## config.mk

```make
export PLATFORM = sky130hd
export DESIGN_NAME = wheel_link_frame_endpoint_flat
export DESIGN_NICKNAME = d
export VERILOG_FILES = /design/src/rtl/wlfe_pkg.sv /design/src/rtl/wlfe_in_if.sv /design/src/rtl/wlfe_out_if.sv /design/src/rtl/wlfe_front.sv /design/src/rtl/wlfe_queue.sv /design/src/rtl/wlfe_back.sv /design/src/rtl/wheel_link_frame_endpoint.sv /design/src/flat_wrapper.sv
export SDC_FILE = /design/constraint.sdc
export NUM_CORES = 1
export LEC_CHECK = 0
export BUFFER_PORTS_ARGS = -buffer_cell sky130_fd_sc_hd__buf_2
export CAP_MARGIN = 0
export CORE_UTILIZATION = 61
export DETAILED_ROUTE_END_ITERATION = 6
export GPL_ROUTABILITY_DRIVEN = 0
export GPL_TIMING_DRIVEN = 0
export PLACE_DENSITY = 0.84
export SLEW_MARGIN = 20
export SYNTH_ARGS = -nofsm -noshare
export SYNTH_HDL_FRONTEND = slang
export SYNTH_HIERARCHICAL = 1
export SYNTH_SLANG_ARGS = --single-unit
```

## constraint.sdc

```tcl
create_clock -name clk -period 4.9 [get_ports clk]
set_clock_uncertainty 0.1 [all_clocks]
set_input_delay 0.49 -clock clk [delete_from_list [all_inputs] [get_ports clk]]
set_output_delay 0.49 -clock clk [all_outputs]
set_load 0.02 [all_outputs]
```

## src/rtl/wlfe_pkg.sv

```systemverilog
// Shared types and constants for the wheel link frame endpoint.
// No dependencies; the front, queue, back and top-level files import this package.
`default_nettype none
package wlfe_pkg;

  localparam int unsigned FRAME_LEN = 18;
  localparam int unsigned POS_W     = 5;
  localparam logic [POS_W-1:0] POS_LAST = POS_W'(FRAME_LEN - 1);

  localparam int unsigned CMD_IDX_W = 3;
  localparam logic [CMD_IDX_W-1:0] CMD_IDX_LAST = 3'd7;

  // result kinds
  localparam logic KIND_TX     = 1'b0;
  localparam logic KIND_REPORT = 1'b1;

  // input actions
  localparam logic ACT_RX  = 1'b0;
  localparam logic ACT_CMD = 1'b1;

  // configuration register indexes
  localparam logic [1:0] REG_STOP      = 2'd0;
  localparam logic [1:0] REG_OPERATION = 2'd1;
  localparam logic [1:0] REG_DEVICE    = 2'd2;
  localparam logic [1:0] REG_MAX_SPEED = 2'd3;

  typedef struct packed {
    logic [7:0]  stop_code;
    logic [7:0]  operation_code;
    logic [7:0]  device_setting;
    logic [14:0] max_speed;
  } cfg_t;

  // queue entry: a report carries the decoded or latched values, a command carries the
  // clamped speeds in left/right
  typedef struct packed {
    logic               kind;
    logic               checksum_ok;
    logic signed [15:0] left;
    logic signed [15:0] right;
    logic signed [15:0] voltage;
    logic signed [15:0] current;
    logic [7:0]         capacity;
  } entry_t;

endpackage
`default_nettype wire

```

## src/rtl/wlfe_in_if.sv

```systemverilog
// Input channel of the wheel link frame endpoint: valid/ready plus payload.
// Standalone interface, no dependencies.
`default_nettype none
interface wlfe_in_if;
  logic               valid;
  logic               ready;
  logic               action;
  logic [7:0]         rx_byte;
  logic signed [15:0] left_speed;
  logic signed [15:0] right_speed;

  modport source (output valid, action, rx_byte, left_speed, right_speed, input ready);
  modport sink   (input valid, action, rx_byte, left_speed, right_speed, output ready);
endinterface
`default_nettype wire

```

## src/rtl/wlfe_out_if.sv

```systemverilog
// Result channel of the wheel link frame endpoint: valid/ready plus payload.
// Standalone interface, no dependencies.
`default_nettype none
interface wlfe_out_if;
  logic               valid;
  logic               ready;
  logic               kind;
  logic [7:0]         tx_byte;
  logic               last;
  logic               checksum_ok;
  logic signed [15:0] left_count;
  logic signed [15:0] right_count;
  logic signed [15:0] voltage;
  logic signed [15:0] current;
  logic [7:0]         capacity;

  modport source (output valid, kind, tx_byte, last, checksum_ok, left_count, right_count,
                  voltage, current, capacity, input ready);
  modport sink   (input valid, kind, tx_byte, last, checksum_ok, left_count, right_count,
                  voltage, current, capacity, output ready);
endinterface
`default_nettype wire

```

## src/rtl/wlfe_front.sv

```systemverilog
// Front end: accepts items, assembles status frames, clamps command speeds.
// Depends on wlfe_pkg and wlfe_in_if; pushes entries into wlfe_queue.
`default_nettype none
module wlfe_front
  import wlfe_pkg::*;
(
  input  wire logic   clk,
  input  wire logic   rst,
  wlfe_in_if.sink     in_ch,
  input  wire cfg_t   cfg,
  input  wire logic   q_full,
  output logic        q_push,
  output entry_t      q_entry
);

  logic [POS_W-1:0]   rx_position;
  logic [7:0]         rx_sum;
  logic               skip_pending;
  logic [7:0]         frame_bytes [FRAME_LEN];
  logic signed [15:0] held_left, held_right, held_voltage, held_current;
  logic [7:0]         held_capacity;

  logic               accept, rx_take, frame_end, ok;
  logic [POS_W-1:0]   pos;
  logic [7:0]         sum_next;
  logic signed [15:0] new_left, new_right, new_voltage, new_current;
  logic signed [15:0] max_s, l_clamp, r_clamp;

  function automatic logic signed [15:0] clamp16(logic signed [15:0] v,
                                                 logic signed [15:0] m);
    logic signed [15:0] r;
    r = v;
    if (v > m) r = m;
    if (v < -m) r = -m;
    return r;
  endfunction

  assign in_ch.ready = !q_full;
  assign accept      = in_ch.valid && in_ch.ready;
  assign rx_take     = accept && (in_ch.action == ACT_RX) && !skip_pending;
  assign pos         = (rx_position > POS_LAST) ? '0 : rx_position;
  assign sum_next    = rx_sum + in_ch.rx_byte;
  assign frame_end   = rx_take && (pos == POS_LAST);
  assign ok          = (sum_next == 8'd0);

  assign new_left    = {frame_bytes[6],  frame_bytes[7]};
  assign new_right   = {frame_bytes[4],  frame_bytes[5]};
  assign new_voltage = {frame_bytes[12], frame_bytes[13]};
  assign new_current = {frame_bytes[14], frame_bytes[15]};

  assign max_s   = {1'b0, cfg.max_speed};
  assign l_clamp = clamp16(in_ch.left_speed, max_s);
  assign r_clamp = clamp16(in_ch.right_speed, max_s);

  assign q_push = (accept && (in_ch.action == ACT_CMD)) || frame_end;

  always_comb begin
    if (in_ch.action == ACT_CMD) begin
      q_entry = '{kind: KIND_TX, checksum_ok: 1'b0, left: l_clamp, right: r_clamp,
                  voltage: '0, current: '0, capacity: '0};
    end else if (ok) begin
      q_entry = '{kind: KIND_REPORT, checksum_ok: 1'b1, left: new_left, right: new_right,
                  voltage: new_voltage, current: new_current, capacity: frame_bytes[10]};
    end else begin
      q_entry = '{kind: KIND_REPORT, checksum_ok: 1'b0, left: held_left, right: held_right,
                  voltage: held_voltage, current: held_current, capacity: held_capacity};
    end
  end

  always_ff @(posedge clk) begin
    if (rx_take) begin
      frame_bytes[pos] <= in_ch.rx_byte;
    end
    if (rst) begin
      rx_position   <= '0;
      rx_sum        <= '0;
      skip_pending  <= 1'b0;
      held_left     <= '0;
      held_right    <= '0;
      held_voltage  <= '0;
      held_current  <= '0;
      held_capacity <= '0;
    end else if (accept && (in_ch.action == ACT_RX)) begin
      if (skip_pending) begin
        skip_pending <= 1'b0;
      end else if (pos == POS_LAST) begin
        rx_position <= '0;
        rx_sum      <= '0;
        if (ok) begin
          held_left     <= new_left;
          held_right    <= new_right;
          held_voltage  <= new_voltage;
          held_current  <= new_current;
          held_capacity <= frame_bytes[10];
        end else begin
          skip_pending <= 1'b1;
        end
      end else begin
        rx_position <= pos + 1'b1;
        rx_sum      <= sum_next;
      end
    end
  end

endmodule
`default_nettype wire

```

## src/rtl/wlfe_queue.sv

```systemverilog
// Short FIFO of classified entries between the front and back ends.
// Depends on wlfe_pkg for the entry type.
`default_nettype none
module wlfe_queue
  import wlfe_pkg::*;
#(
  parameter int unsigned DEPTH = 4
) (
  input  wire logic   clk,
  input  wire logic   rst,
  input  wire logic   push,
  input  wire entry_t push_data,
  output logic        full,
  input  wire logic   pop,
  output logic        not_empty,
  output entry_t      head
);

  localparam int unsigned AW = (DEPTH > 1) ? $clog2(DEPTH) : 1;
  localparam int unsigned CW = $clog2(DEPTH + 1);
  localparam logic [AW-1:0] LAST_SLOT = AW'(DEPTH - 1);

  entry_t        slots [DEPTH];
  logic [AW-1:0] wr_ptr, rd_ptr;
  logic [CW-1:0] count;
  logic          do_push, do_pop;

  assign full      = (count == CW'(DEPTH));
  assign not_empty = (count != '0);
  assign head      = slots[rd_ptr];
  assign do_push   = push && !full;
  assign do_pop    = pop && not_empty;

  always_ff @(posedge clk) begin
    if (do_push) begin
      slots[wr_ptr] <= push_data;
    end
    if (rst) begin
      wr_ptr <= '0;
      rd_ptr <= '0;
      count  <= '0;
    end else begin
      if (do_push) wr_ptr <= (wr_ptr == LAST_SLOT) ? '0 : wr_ptr + 1'b1;
      if (do_pop)  rd_ptr <= (rd_ptr == LAST_SLOT) ? '0 : rd_ptr + 1'b1;
      if (do_push && !do_pop) count <= count + 1'b1;
      else if (do_pop && !do_push) count <= count - 1'b1;
    end
  end

endmodule
`default_nettype wire

```

## src/rtl/wlfe_back.sv

```systemverilog
// Back end: expands queue entries into results, one per cycle while out_ch is not
// stalled, into an output register. Depends on wlfe_pkg and wlfe_out_if.
`default_nettype none
module wlfe_back
  import wlfe_pkg::*;
(
  input  wire logic   clk,
  input  wire logic   rst,
  input  wire cfg_t   cfg,
  input  wire logic   q_not_empty,
  input  wire entry_t q_head,
  output logic        q_pop,
  wlfe_out_if.source  out_ch
);

  entry_t               cur;
  logic                 cur_valid;
  logic [CMD_IDX_W-1:0] idx;

  logic       out_free, emit, cur_done;
  logic [7:0] b [7];
  logic [7:0] sum7, cmd_byte;

  assign b[0] = cfg.stop_code;
  assign b[1] = cfg.operation_code;
  assign b[2] = cur.right[15:8];
  assign b[3] = cur.right[7:0];
  assign b[4] = cur.left[15:8];
  assign b[5] = cur.left[7:0];
  assign b[6] = cfg.device_setting;
  assign sum7 = b[0] + b[1] + b[2] + b[3] + b[4] + b[5] + b[6];

  always_comb begin
    case (idx)
      3'd0:    cmd_byte = b[0];
      3'd1:    cmd_byte = b[1];
      3'd2:    cmd_byte = b[2];
      3'd3:    cmd_byte = b[3];
      3'd4:    cmd_byte = b[4];
      3'd5:    cmd_byte = b[5];
      3'd6:    cmd_byte = b[6];
      default: cmd_byte = 8'd0 - sum7;
    endcase
  end

  assign out_free = !out_ch.valid || out_ch.ready;
  assign emit     = out_free && cur_valid;
  assign cur_done = emit && ((cur.kind == KIND_REPORT) || (idx == CMD_IDX_LAST));
  assign q_pop    = q_not_empty && (!cur_valid || cur_done);

  always_ff @(posedge clk) begin
    if (q_pop) begin
      cur <= q_head;
    end
    if (emit) begin
      out_ch.kind <= cur.kind;
      if (cur.kind == KIND_REPORT) begin
        out_ch.tx_byte     <= '0;
        out_ch.last        <= 1'b0;
        out_ch.checksum_ok <= cur.checksum_ok;
        out_ch.left_count  <= cur.left;
        out_ch.right_count <= cur.right;
        out_ch.voltage     <= cur.voltage;
        out_ch.current     <= cur.current;
        out_ch.capacity    <= cur.capacity;
      end else begin
        out_ch.tx_byte     <= cmd_byte;
        out_ch.last        <= (idx == CMD_IDX_LAST);
        out_ch.checksum_ok <= 1'b0;
        out_ch.left_count  <= '0;
        out_ch.right_count <= '0;
        out_ch.voltage     <= '0;
        out_ch.current     <= '0;
        out_ch.capacity    <= '0;
      end
    end
    if (rst) begin
      cur_valid    <= 1'b0;
      idx          <= '0;
      out_ch.valid <= 1'b0;
    end else begin
      if (out_free) out_ch.valid <= cur_valid;
      if (q_pop) cur_valid <= 1'b1;
      else if (cur_done) cur_valid <= 1'b0;
      if (cur_done) idx <= '0;
      else if (emit) idx <= idx + 1'b1;
    end
  end

endmodule
`default_nettype wire

```

## src/rtl/wheel_link_frame_endpoint.sv

```systemverilog
// Top level of the wheel link frame endpoint: APB register file plus the
// front end, entry queue and back end. Depends on wlfe_pkg, the two channel
// interfaces, wlfe_front, wlfe_queue and wlfe_back.
//
//   channel  dir   handshake       payload
//   in_ch    in    valid/ready     action, rx_byte, left_speed, right_speed
//   out_ch   out   valid/ready     kind, tx_byte, last, checksum_ok, counts,
//                                  voltage, current, capacity
//   apb      in    psel/penable    paddr[3:0], pwdata/prdata 32b, pready = 1
//
// Items go in one per cycle whenever the entry queue has room. On an idle block an
// item's first result passes the queue slot, the back end's current-entry register
// and the output register. The back end issues one result per cycle while the
// output is not stalled; a command gives eight byte results and a report one.
// rst is synchronous and clears all control state and latched values. A stalled
// output holds its register; the input stalls once QUEUE_DEPTH entries wait.
`default_nettype none
module wheel_link_frame_endpoint
  import wlfe_pkg::*;
#(
  parameter int unsigned QUEUE_DEPTH = 4
) (
  input  wire logic        clk,
  input  wire logic        rst,
  wlfe_in_if.sink          in_ch,
  wlfe_out_if.source       out_ch,
  input  wire logic        psel,
  input  wire logic        penable,
  input  wire logic        pwrite,
  input  wire logic [3:0]  paddr,
  input  wire logic [31:0] pwdata,
  output logic      [31:0] prdata,
  output logic             pready
);

  cfg_t       cfg;
  logic       cfg_wr;
  logic [1:0] reg_idx;

  logic   q_push, q_full, q_pop, q_not_empty;
  entry_t q_in, q_head;

  // ---- configuration registers ----
  assign pready  = 1'b1;
  assign reg_idx = paddr[3:2];
  assign cfg_wr  = psel && penable && pwrite && pready;

  always_ff @(posedge clk) begin
    if (rst) begin
      cfg.stop_code      <= 8'd0;
      cfg.operation_code <= 8'd160;
      cfg.device_setting <= 8'd128;
      cfg.max_speed      <= 15'd32767;
    end else if (cfg_wr) begin
      case (reg_idx)
        REG_STOP:      cfg.stop_code      <= pwdata[7:0];
        REG_OPERATION: cfg.operation_code <= pwdata[7:0];
        REG_DEVICE:    cfg.device_setting <= pwdata[7:0];
        REG_MAX_SPEED: cfg.max_speed      <= pwdata[14:0];
        default:       ;
      endcase
    end
  end

  always_comb begin
    case (reg_idx)
      REG_STOP:      prdata = {24'd0, cfg.stop_code};
      REG_OPERATION: prdata = {24'd0, cfg.operation_code};
      REG_DEVICE:    prdata = {24'd0, cfg.device_setting};
      REG_MAX_SPEED: prdata = {17'd0, cfg.max_speed};
      default:       prdata = '0;
    endcase
  end

  // ---- front end: frame assembly, checksum, latching, speed clamp ----
  wlfe_front u_front (
    .clk     (clk),
    .rst     (rst),
    .in_ch   (in_ch),
    .cfg     (cfg),
    .q_full  (q_full),
    .q_push  (q_push),
    .q_entry (q_in)
  );

  // ---- entry queue decoupling front from back ----
  wlfe_queue #(.DEPTH(QUEUE_DEPTH)) u_queue (
    .clk       (clk),
    .rst       (rst),
    .push      (q_push),
    .push_data (q_in),
    .full      (q_full),
    .pop       (q_pop),
    .not_empty (q_not_empty),
    .head      (q_head)
  );

  // ---- back end: report / command byte emission ----
  wlfe_back u_back (
    .clk         (clk),
    .rst         (rst),
    .cfg         (cfg),
    .q_not_empty (q_not_empty),
    .q_head      (q_head),
    .q_pop       (q_pop),
    .out_ch      (out_ch)
  );

endmodule
`default_nettype wire
```

## src/flat_wrapper.sv

```systemverilog
// flat-port wrapper written by rule: the top's interface ports become plain ports
module wheel_link_frame_endpoint_flat import wlfe_pkg::*;
#(
  parameter int unsigned QUEUE_DEPTH = 4
)
  (clk, rst, psel, penable, pwrite, paddr, pwdata, prdata, pready, in_ch_valid, in_ch_action, in_ch_rx_byte, in_ch_left_speed, in_ch_right_speed, in_ch_ready, out_ch_valid, out_ch_kind, out_ch_tx_byte, out_ch_last, out_ch_checksum_ok, out_ch_left_count, out_ch_right_count, out_ch_voltage, out_ch_current, out_ch_capacity, out_ch_ready);
  wlfe_in_if in_ch_i ();
  wlfe_out_if out_ch_i ();
  input  wire logic clk;
  input  wire logic rst;
  input  wire logic psel;
  input  wire logic penable;
  input  wire logic pwrite;
  input  wire logic [3:0] paddr;
  input  wire logic [31:0] pwdata;
  output logic      [31:0] prdata;
  output logic pready;
  input wire logic [$bits(in_ch_i.valid)-1:0] in_ch_valid;
  input wire logic [$bits(in_ch_i.action)-1:0] in_ch_action;
  input wire logic [$bits(in_ch_i.rx_byte)-1:0] in_ch_rx_byte;
  input wire logic [$bits(in_ch_i.left_speed)-1:0] in_ch_left_speed;
  input wire logic [$bits(in_ch_i.right_speed)-1:0] in_ch_right_speed;
  output wire logic [$bits(in_ch_i.ready)-1:0] in_ch_ready;
  output wire logic [$bits(out_ch_i.valid)-1:0] out_ch_valid;
  output wire logic [$bits(out_ch_i.kind)-1:0] out_ch_kind;
  output wire logic [$bits(out_ch_i.tx_byte)-1:0] out_ch_tx_byte;
  output wire logic [$bits(out_ch_i.last)-1:0] out_ch_last;
  output wire logic [$bits(out_ch_i.checksum_ok)-1:0] out_ch_checksum_ok;
  output wire logic [$bits(out_ch_i.left_count)-1:0] out_ch_left_count;
  output wire logic [$bits(out_ch_i.right_count)-1:0] out_ch_right_count;
  output wire logic [$bits(out_ch_i.voltage)-1:0] out_ch_voltage;
  output wire logic [$bits(out_ch_i.current)-1:0] out_ch_current;
  output wire logic [$bits(out_ch_i.capacity)-1:0] out_ch_capacity;
  input wire logic [$bits(out_ch_i.ready)-1:0] out_ch_ready;
  assign in_ch_i.valid = in_ch_valid;
  assign in_ch_i.action = in_ch_action;
  assign in_ch_i.rx_byte = in_ch_rx_byte;
  assign in_ch_i.left_speed = in_ch_left_speed;
  assign in_ch_i.right_speed = in_ch_right_speed;
  assign in_ch_ready = in_ch_i.ready;
  assign out_ch_valid = out_ch_i.valid;
  assign out_ch_kind = out_ch_i.kind;
  assign out_ch_tx_byte = out_ch_i.tx_byte;
  assign out_ch_last = out_ch_i.last;
  assign out_ch_checksum_ok = out_ch_i.checksum_ok;
  assign out_ch_left_count = out_ch_i.left_count;
  assign out_ch_right_count = out_ch_i.right_count;
  assign out_ch_voltage = out_ch_i.voltage;
  assign out_ch_current = out_ch_i.current;
  assign out_ch_capacity = out_ch_i.capacity;
  assign out_ch_i.ready = out_ch_ready;
  wheel_link_frame_endpoint #(.QUEUE_DEPTH(QUEUE_DEPTH)) u_core (.clk(clk), .rst(rst), .in_ch(in_ch_i), .out_ch(out_ch_i), .psel(psel), .penable(penable), .pwrite(pwrite), .paddr(paddr), .pwdata(pwdata), .prdata(prdata), .pready(pready));
endmodule
```

== Yosys cells after proc, flatten, opt, wreduce, memory -nomap -nowiden ==
Memory sizes are Yosys's and may differ from the RTL's. A register that Yosys moved wholly into a read port is not among the register bits.
Index checks and enable logic that the tools add are counted.
Word-level totals
  bits in registers: 220
  memory bits (writable): 440
  bits of input ports: 84
  memories: 2
Operators by class
  $add $sub $neg: 15
  order comparisons: 5
  equal/unequal tests: 14
  multiplexer cells: 24
  bitwise logic cells: 2
  reduce and logical (&&, ||, !) cells: 37
Memories
  u_core.u_queue.slots: depth 4, width 74, rd ports 1, clocked after Yosys merged registers in 1, write ports 1, RTL line wlfe_queue.sv:23  | entry_t slots [DEPTH];
  u_core.u_front.frame_bytes: depth 18, width 8, rd ports 9, clocked after Yosys merged registers in 0, write ports 1, RTL line wlfe_front.sv:19  | logic [7:0] frame_bytes [FRAME_LEN];
Operators by type and width (count)
  case mux 32 bit (4 select lines): 1
  two-way mux 74 bit: 1
  two-way mux 73 bit: 1
  two-way mux 16 bit: 4
  adder 8 bit: 7
  case mux 8 bit (7 select lines): 1
  greater-than comparator 16 bit: 2
  < comparator 16 bit: 2
  negation 15 -> 16 bit: 1
  equality test 3 bit, second input constant: 5
  logical AND 1 bit: 14
  two-way mux 5 bit: 2
  AND reduction 2 bit: 5
  two-way mux 1 bit: 9
  equality test 2 bit, second input constant: 4
  zero test 8 bit: 1
  two-way mux 8 bit: 1
  subtractor 1 x 8 -> 8 bit, first input constant: 1
  adder 3 x 1 -> 3 bit, second input constant: 2
  equality test 3 x 2 -> 1 bit, second input constant: 2
  zero test 1 bit: 6
  two-way mux 3 bit: 2
  adder 5 x 1 -> 5 bit, second input constant: 1
  equality test 5 bit, second input constant: 1
  14 further kinds: 21

== Longest topological paths before layout ==
  depth in word-level cells: 12
  depth in mapped cells: 17

== Hierarchy ==
Netlist, hierarchy kept.
Modules (own cells, without submodules)
  wlfe_queue: times used 1, cells an instance 436, area each 11182.0 µm²
  wlfe_front: times used 1, cells an instance 1052, area each 9457.8 µm²
  wlfe_back: times used 1, cells an instance 471, area each 7216.9 µm²
  wheel_link_frame_endpoint: times used 1, cells an instance 197, area each 2008.2 µm²

== Worst setup path before layout ==
OpenSTA, ideal clock, no wires.
  path type: flip-flop to flip-flop
  start point: reg u_core.u_back.idx[0]
  end point: reg u_core.u_queue.count[2]
  library setup time: 70 ps
  arrival: 4130 ps
  required time: 4730 ps
  slack: 600 ps
  cell stages (with the launch flop): 13
  buffers on the path: 0
  cell sequence: dfxtp_1 -> ha_1 -> ha_1 -> nor2_1 -> o21ai_0 -> and2_1 -> o31ai_2 -> ha_1 -> inv_1 -> fa_1 -> xor2_1 -> or3_1 -> a21oi_1
Between the ends
  word-level cells in the longest chain between the ends: 9
  elaborated cells between the ends (all ways): 11
  classes of those cells: 1 x eq/ne; 1 x mux; 9 x reduce/logical
RTL lines
  start, declared: RTL line wlfe_back.sv:18  | logic [CMD_IDX_W-1:0] idx;
  start signal, assigned: RTL line wlfe_back.sv:86  | else if (emit) idx <= idx + 1'b1;
  equality test 3 bit *: RTL line wlfe_back.sv:48  | assign cur_done = emit && ((cur.kind == KIND_REPORT) || (idx == CMD_IDX_LAST));
  logical OR 1 bit *: RTL line wlfe_back.sv:48
  logical AND 1 bit *: RTL line wlfe_back.sv:48
  logical OR 1 bit *: RTL line wlfe_back.sv:49  | assign q_pop = q_not_empty && (!cur_valid || cur_done);
  logical AND 1 bit *: RTL line wlfe_back.sv:49
  net u_core.q_pop: RTL line wheel_link_frame_endpoint.sv:40  | logic q_push, q_full, q_pop, q_not_empty;
  logical AND 1 bit *: RTL line wlfe_queue.sv:32  | assign do_pop = pop && not_empty;
  zero test 1 bit: RTL line wlfe_queue.sv:45  | if (do_push && !do_pop) count <= count + 1'b1;
  logical AND 1 bit: RTL line wlfe_queue.sv:45
  two-way mux 3 bit / nonzero test 2 bit (equally long branches)
  end signal, assigned: RTL line wlfe_queue.sv:45
  end signal, assigned: RTL line wlfe_queue.sv:46  | else if (do_pop && !do_push) count <= count - 1'b1;
  end, declared: RTL line wlfe_queue.sv:25  | logic [CW-1:0] count;
Mark *: on every way through the listed nets, which the timed path passes. The rest lies on a longest branch.
A chain may end at the register's enable or synchronous reset.

==> results.py <==
metrics = {
    "run_status": {
        "status": "complete, no violations",
    },
    "drt": {
        "dr.pass1.iters": 6,
        "wirelength_met1_mm": 28.25,
        "dr.max_layer_used": "met4",
        "first_iter_violations": 2787,
        "avgRoutedWirePerCell_um": 24.58,
        "route.met3.wl_mm": 7.634,
        "route.detailed.drc": 0,
        "dr_wl_met2_mm": 35.99,
        "routed_wl_mm": 75.71,
        "detail-route-antenna-nets": 0,
        "via_per_inst": 6.399,
        "routed-via-count": 19710,
    },
    "timing": {
        "slew_headroom": 0.3525,
        "hold_viol": 0,
        "min_period_ns": 4.832,
        "final.setup.worst_slack_ns": 0.06796,
        "setup_viol": 0,
        "hold_ws_ns": 0.06619,
        "max_slew.worst_pin.slew_ns": 0.9624,
        "final_max_slew_viol_count": 0,
        "fin_crit_sh": 0.9861,
        "fmax_mhz": 207.0,
    },
    "synthesis": {
        "synth_ff_type": "edfxtp_1",
        "synth_top_cell_by_area": "edfxtp_1",
        "ys_types": 81,
        "avgSynthCellArea_um2": 13.85,
        "syn_inst": 2156,
        "synth_edf_count": 525,
        "ys_ff_latch": 664,
        "syn_area_um2": 29860,
        "ys_seq_area_frac": 0.6211,
        "yosysTopAreaCellShare": 0.5279,
        "async_flop_share": 0,
        "ys_top_cells_by_area": "edfxtp_1, dfxtp_1, mux4_2",
        "synth_warnings": 6,
    },
    "cells_and_area": {
        "fin_util": 0.7095,
        "n_fill_cell": 2799,
        "areaGrowthSynthToFinish_pct": 14.14,
        "final_nets": 2626,
        "drive_above_1_share": 0.2009,
    },
    "place": {
        "dpl_worst_slack_ns": -0.6019,
        "io_buffers": 163,
        "dp_hpwl_mm": 49.41,
    },
    "hold_path": {
        "min_path_type": "in -> reg",
        "holdPathEnd": "u_core/cfg[11]",
        "min_path_cells": 3,
        "worstHoldStart": "pwdata[11]",
    },
    "die": {
        "boundaryPins": 202,
        "die_w_um": 223.3,
        "dieArea_um2": 49850,
        "core.rowCount": 80,
        "core_um2": 48050,
        "start_util": 0.6216,
        "die_height_um": 223.3,
    },
    "setup_path": {
        "cpPeakStageDelay_ns": 0.50,
        "cpMostUsedCell": "nand3_1",
        "cp_cell_sequence": "nor4_4 > nand3_1 > or3_4 > and2_1 > or2_2 > ha_1 > nand3_1 > nor2_1 > o211ai_1 > o311ai_2 > a2111oi_4 > buf_4 > nor2_2 > mux2i_1 > a21oi_1",
        "ff2ff_path_depth": 15,
        "reg2reg_slack_ns": 0.07,
        "cp_data_arrival_time_ns": 5.04,
        "endpoint_kind": "flop",
        "r2r_start": "u_core/cfg[5]",
        "required_ns": 5.11,
        "crit_fanout": 8,
        "worst_r2r_endpoint": "u_core/u_queue/slots[3][50]",
        "critPathLaunchType": "flop",
        "crit_buf_inv": 1,
        "critPathKind": "reg -> reg",
        "crit_path_top_delay_cell": "a21oi_1",
        "cp_top_family": "simple AND/OR/NAND/NOR gates",
    },
    "power_and_ir_drop": {
        "p_seq_frac": 0.391,
        "power.switching_uw": 6203,
        "p_int_uw": 13090,
        "pwr-share-comb": 0.335,
        "p_leak_uw": 0.01306,
        "ir_drop_mv": 1.050,
        "power_density_nw_per_um2": 565.9,
        "p_sw_frac": 0.3215,
        "power_frac_clock": 0.274,
    },
    "global_routing": {
        "grt_max_degree": 49,
        "grt_pass1_wl_mm": 114.3,
        "antenna_found_initial": 0,
        "grt_use_total": 0.3071,
        "first_global_vias": 19610,
        "grt-ovfl-total": 0,
    },
    "run": {
        "drv_cap": 0,
    },
    "cts": {
        "cts_root_buffer": "clkbuf_16",
        "cts_tree": "done",
        "cts_sinks": 664,
        "cts.htree.levels": 3,
        "clk_pin_slew_ns": 0.06,
        "clock_path_buffers": 3,
        "worstSkewPairLatency_ns": 0.60,
        "numCtsBuffers": 66,
        "hold_buffers": 0,
    },
}
==> power groups by stage <==
stage	sequential [uW]	combinational, uW	clock [uW]
3_5_place_dp	7630	6230	0
3_3_place_gp	7680	5900	0
4_1_cts	7540	6420	5330
6_report	7550	6470	5280
5_1_grt	7600	7130	5520
2_1_floorplan	7810	4450	0
==> cells in the final DEF (no fill, tap or decap), types with 14 or more instances in the layout <==
cell and count:
o21ai_0 29, or3_1 16, edfxtp_1 525, dfxtp_1 138, mux4_2 82, mux2_2 30
nor2_1 131, nand2_1 195, nand3_1 30, xnor2_1 16, a21oi_1 123, fa_1 34
conb_1 18, buf_4 24, ha_1 95, and2_1 79, a21o_1 14, clkbuf_16 69
clkbuf_1 81, nand2b_1 35, mux2i_1 113, buf_2 182, inv_1 107
==> worst max path at each step <==
| stage | cells after the start | from | to |
|---|---|---|---|
| after global placement | 8 | u_core/u_front/rx_position[1] | u_core/u_queue/slots[1][27] |
| final | 15 | u_core/cfg[5] | u_core/u_queue/slots[3][50] |
| after floorplan | 12 | u_core/u_back/idx[0] | u_core/u_queue/count[2] |
| after global routing | 15 | u_core/cfg[5] | u_core/u_queue/slots[2][59] |
| after detailed placement | 13 | u_core/cfg[3] | u_core/u_queue/slots[1][65] |
| after CTS | 14 | u_core/cfg[2] | u_core/u_queue/slots[0][40] |
==> sequential cells by signal, summed over array words and instances (netlist names), 2 cells and up, named ones only <==
register / flops
u_core/u_back/out_ch.right_count: 16
u_core/u_back/out_ch.tx_byte: 8
u_core/u_front/frame_bytes: 72
u_core/u_front/held_capacity: 8
u_core/u_front/rx_sum: 8
u_core/u_front/held_voltage: 16
u_core/u_front/rx_position: 5
u_core/u_back/out_ch.left_count: 16
u_core/u_back/b: 32
u_core/u_queue/slots: 296
u_core/cfg: 39
u_core/u_queue/count: 3
u_core/u_front/held_current: 16
u_core/u_back/cur: 42
u_core/u_front/held_left: 16
u_core/u_back/out_ch.capacity: 8
u_core/u_queue/rd_ptr: 2
u_core/u_back/idx: 3
u_core/u_queue/wr_ptr: 2
u_core/u_front/held_right: 16
u_core/u_back/out_ch.current: 16
u_core/u_back/out_ch.voltage: 16
==> synthesized netlist by cell type (34+ instances only) <==
cell / instances
mux4_2: 82
clkbuf_1: 70
ha_1: 95
inv_1: 108
and2_1: 80
nor2_1: 133
a21oi_1: 126
mux2i_1: 114
nand2b_1: 35
fa_1: 34
edfxtp_1: 525
nand2_1: 195
dfxtp_1: 139
==> through the flow <==
stage / power [uW] / area [um^2] / TNS [ns] / std cells
after CTS: 19280 / 33990 / 0 / 3077
after global placement: 13580 / 31510 / -163.12 / 2950
after detailed placement: 13860 / 31700 / -23.02 / 2957
final: 19290 / 34090 / 0 / 3080
after global routing: 20250 / 34090 / -0.03774 / 3079
after floorplan: 12260 / 29930 / 0 / 2172
==> routing by layer <==
metal,vias to the layer above,GRT usage
met5,-,0
met4,0,0.1582
met3,289,0.05505
met2,1429,0.4912
met1,9567,0.4066
li1,8423,-
==> kinds of logic (layout without fill, tap and decap cells) <==
family	after synthesis	count (layout)	share of synthesized area
flip-flops	664	664	0.6211
AND/OR/NAND/NOR	589	589	0.09690
AO/OA/AOI/OAI	283	283	0.06108
buffers and inverters	237	529	0.03699
multiplexers	226	226	0.1114
adder cells (fa/ha/maj)	129	129	0.06259
XOR/XNOR	26	26	0.009761
other	2	19	0.0002515
==> repair_timing <==
| item | CTS | global route |
|---|---|---|
| setup buffers | 1 | 3 |
| pin swaps | 2 | 2 |
| gates resized for setup | 8 | 19 |
| setup endpoints to repair | 120 | 116 |
==> cell type report <==
type	instances	area, um^2	area share
diodes	1	2.502	0.00007341
plain buffers	125	665.6	0.01953
clock buffers	87	1848	0.05421
clock inverters	32	414.1	0.01215
inverters	111	437.9	0.01285
multi-input cells	1271	10400	0.3051
flip-flops and latches	664	18550	0.5441
well taps	615	769.5	0.02257
repair buffers	174	1001	0.02936
==> worst reg2reg max path, stage by stage (launching register included) <==
cell	delay, ns
dfxtp_1	0.44
nor4_4	0.46
nand3_1	0.20
or3_4	0.41
and2_1	0.19
or2_2	0.33
ha_1	0.28
nand3_1	0.07
nor2_1	0.24
o211ai_1	0.18
o311ai_2	0.32
a2111oi_4	0.08
buf_4	0.20
nor2_2	0.42
mux2i_1	0.15
a21oi_1	0.51
No activity file was read; power rests on OpenSTA's default activity.
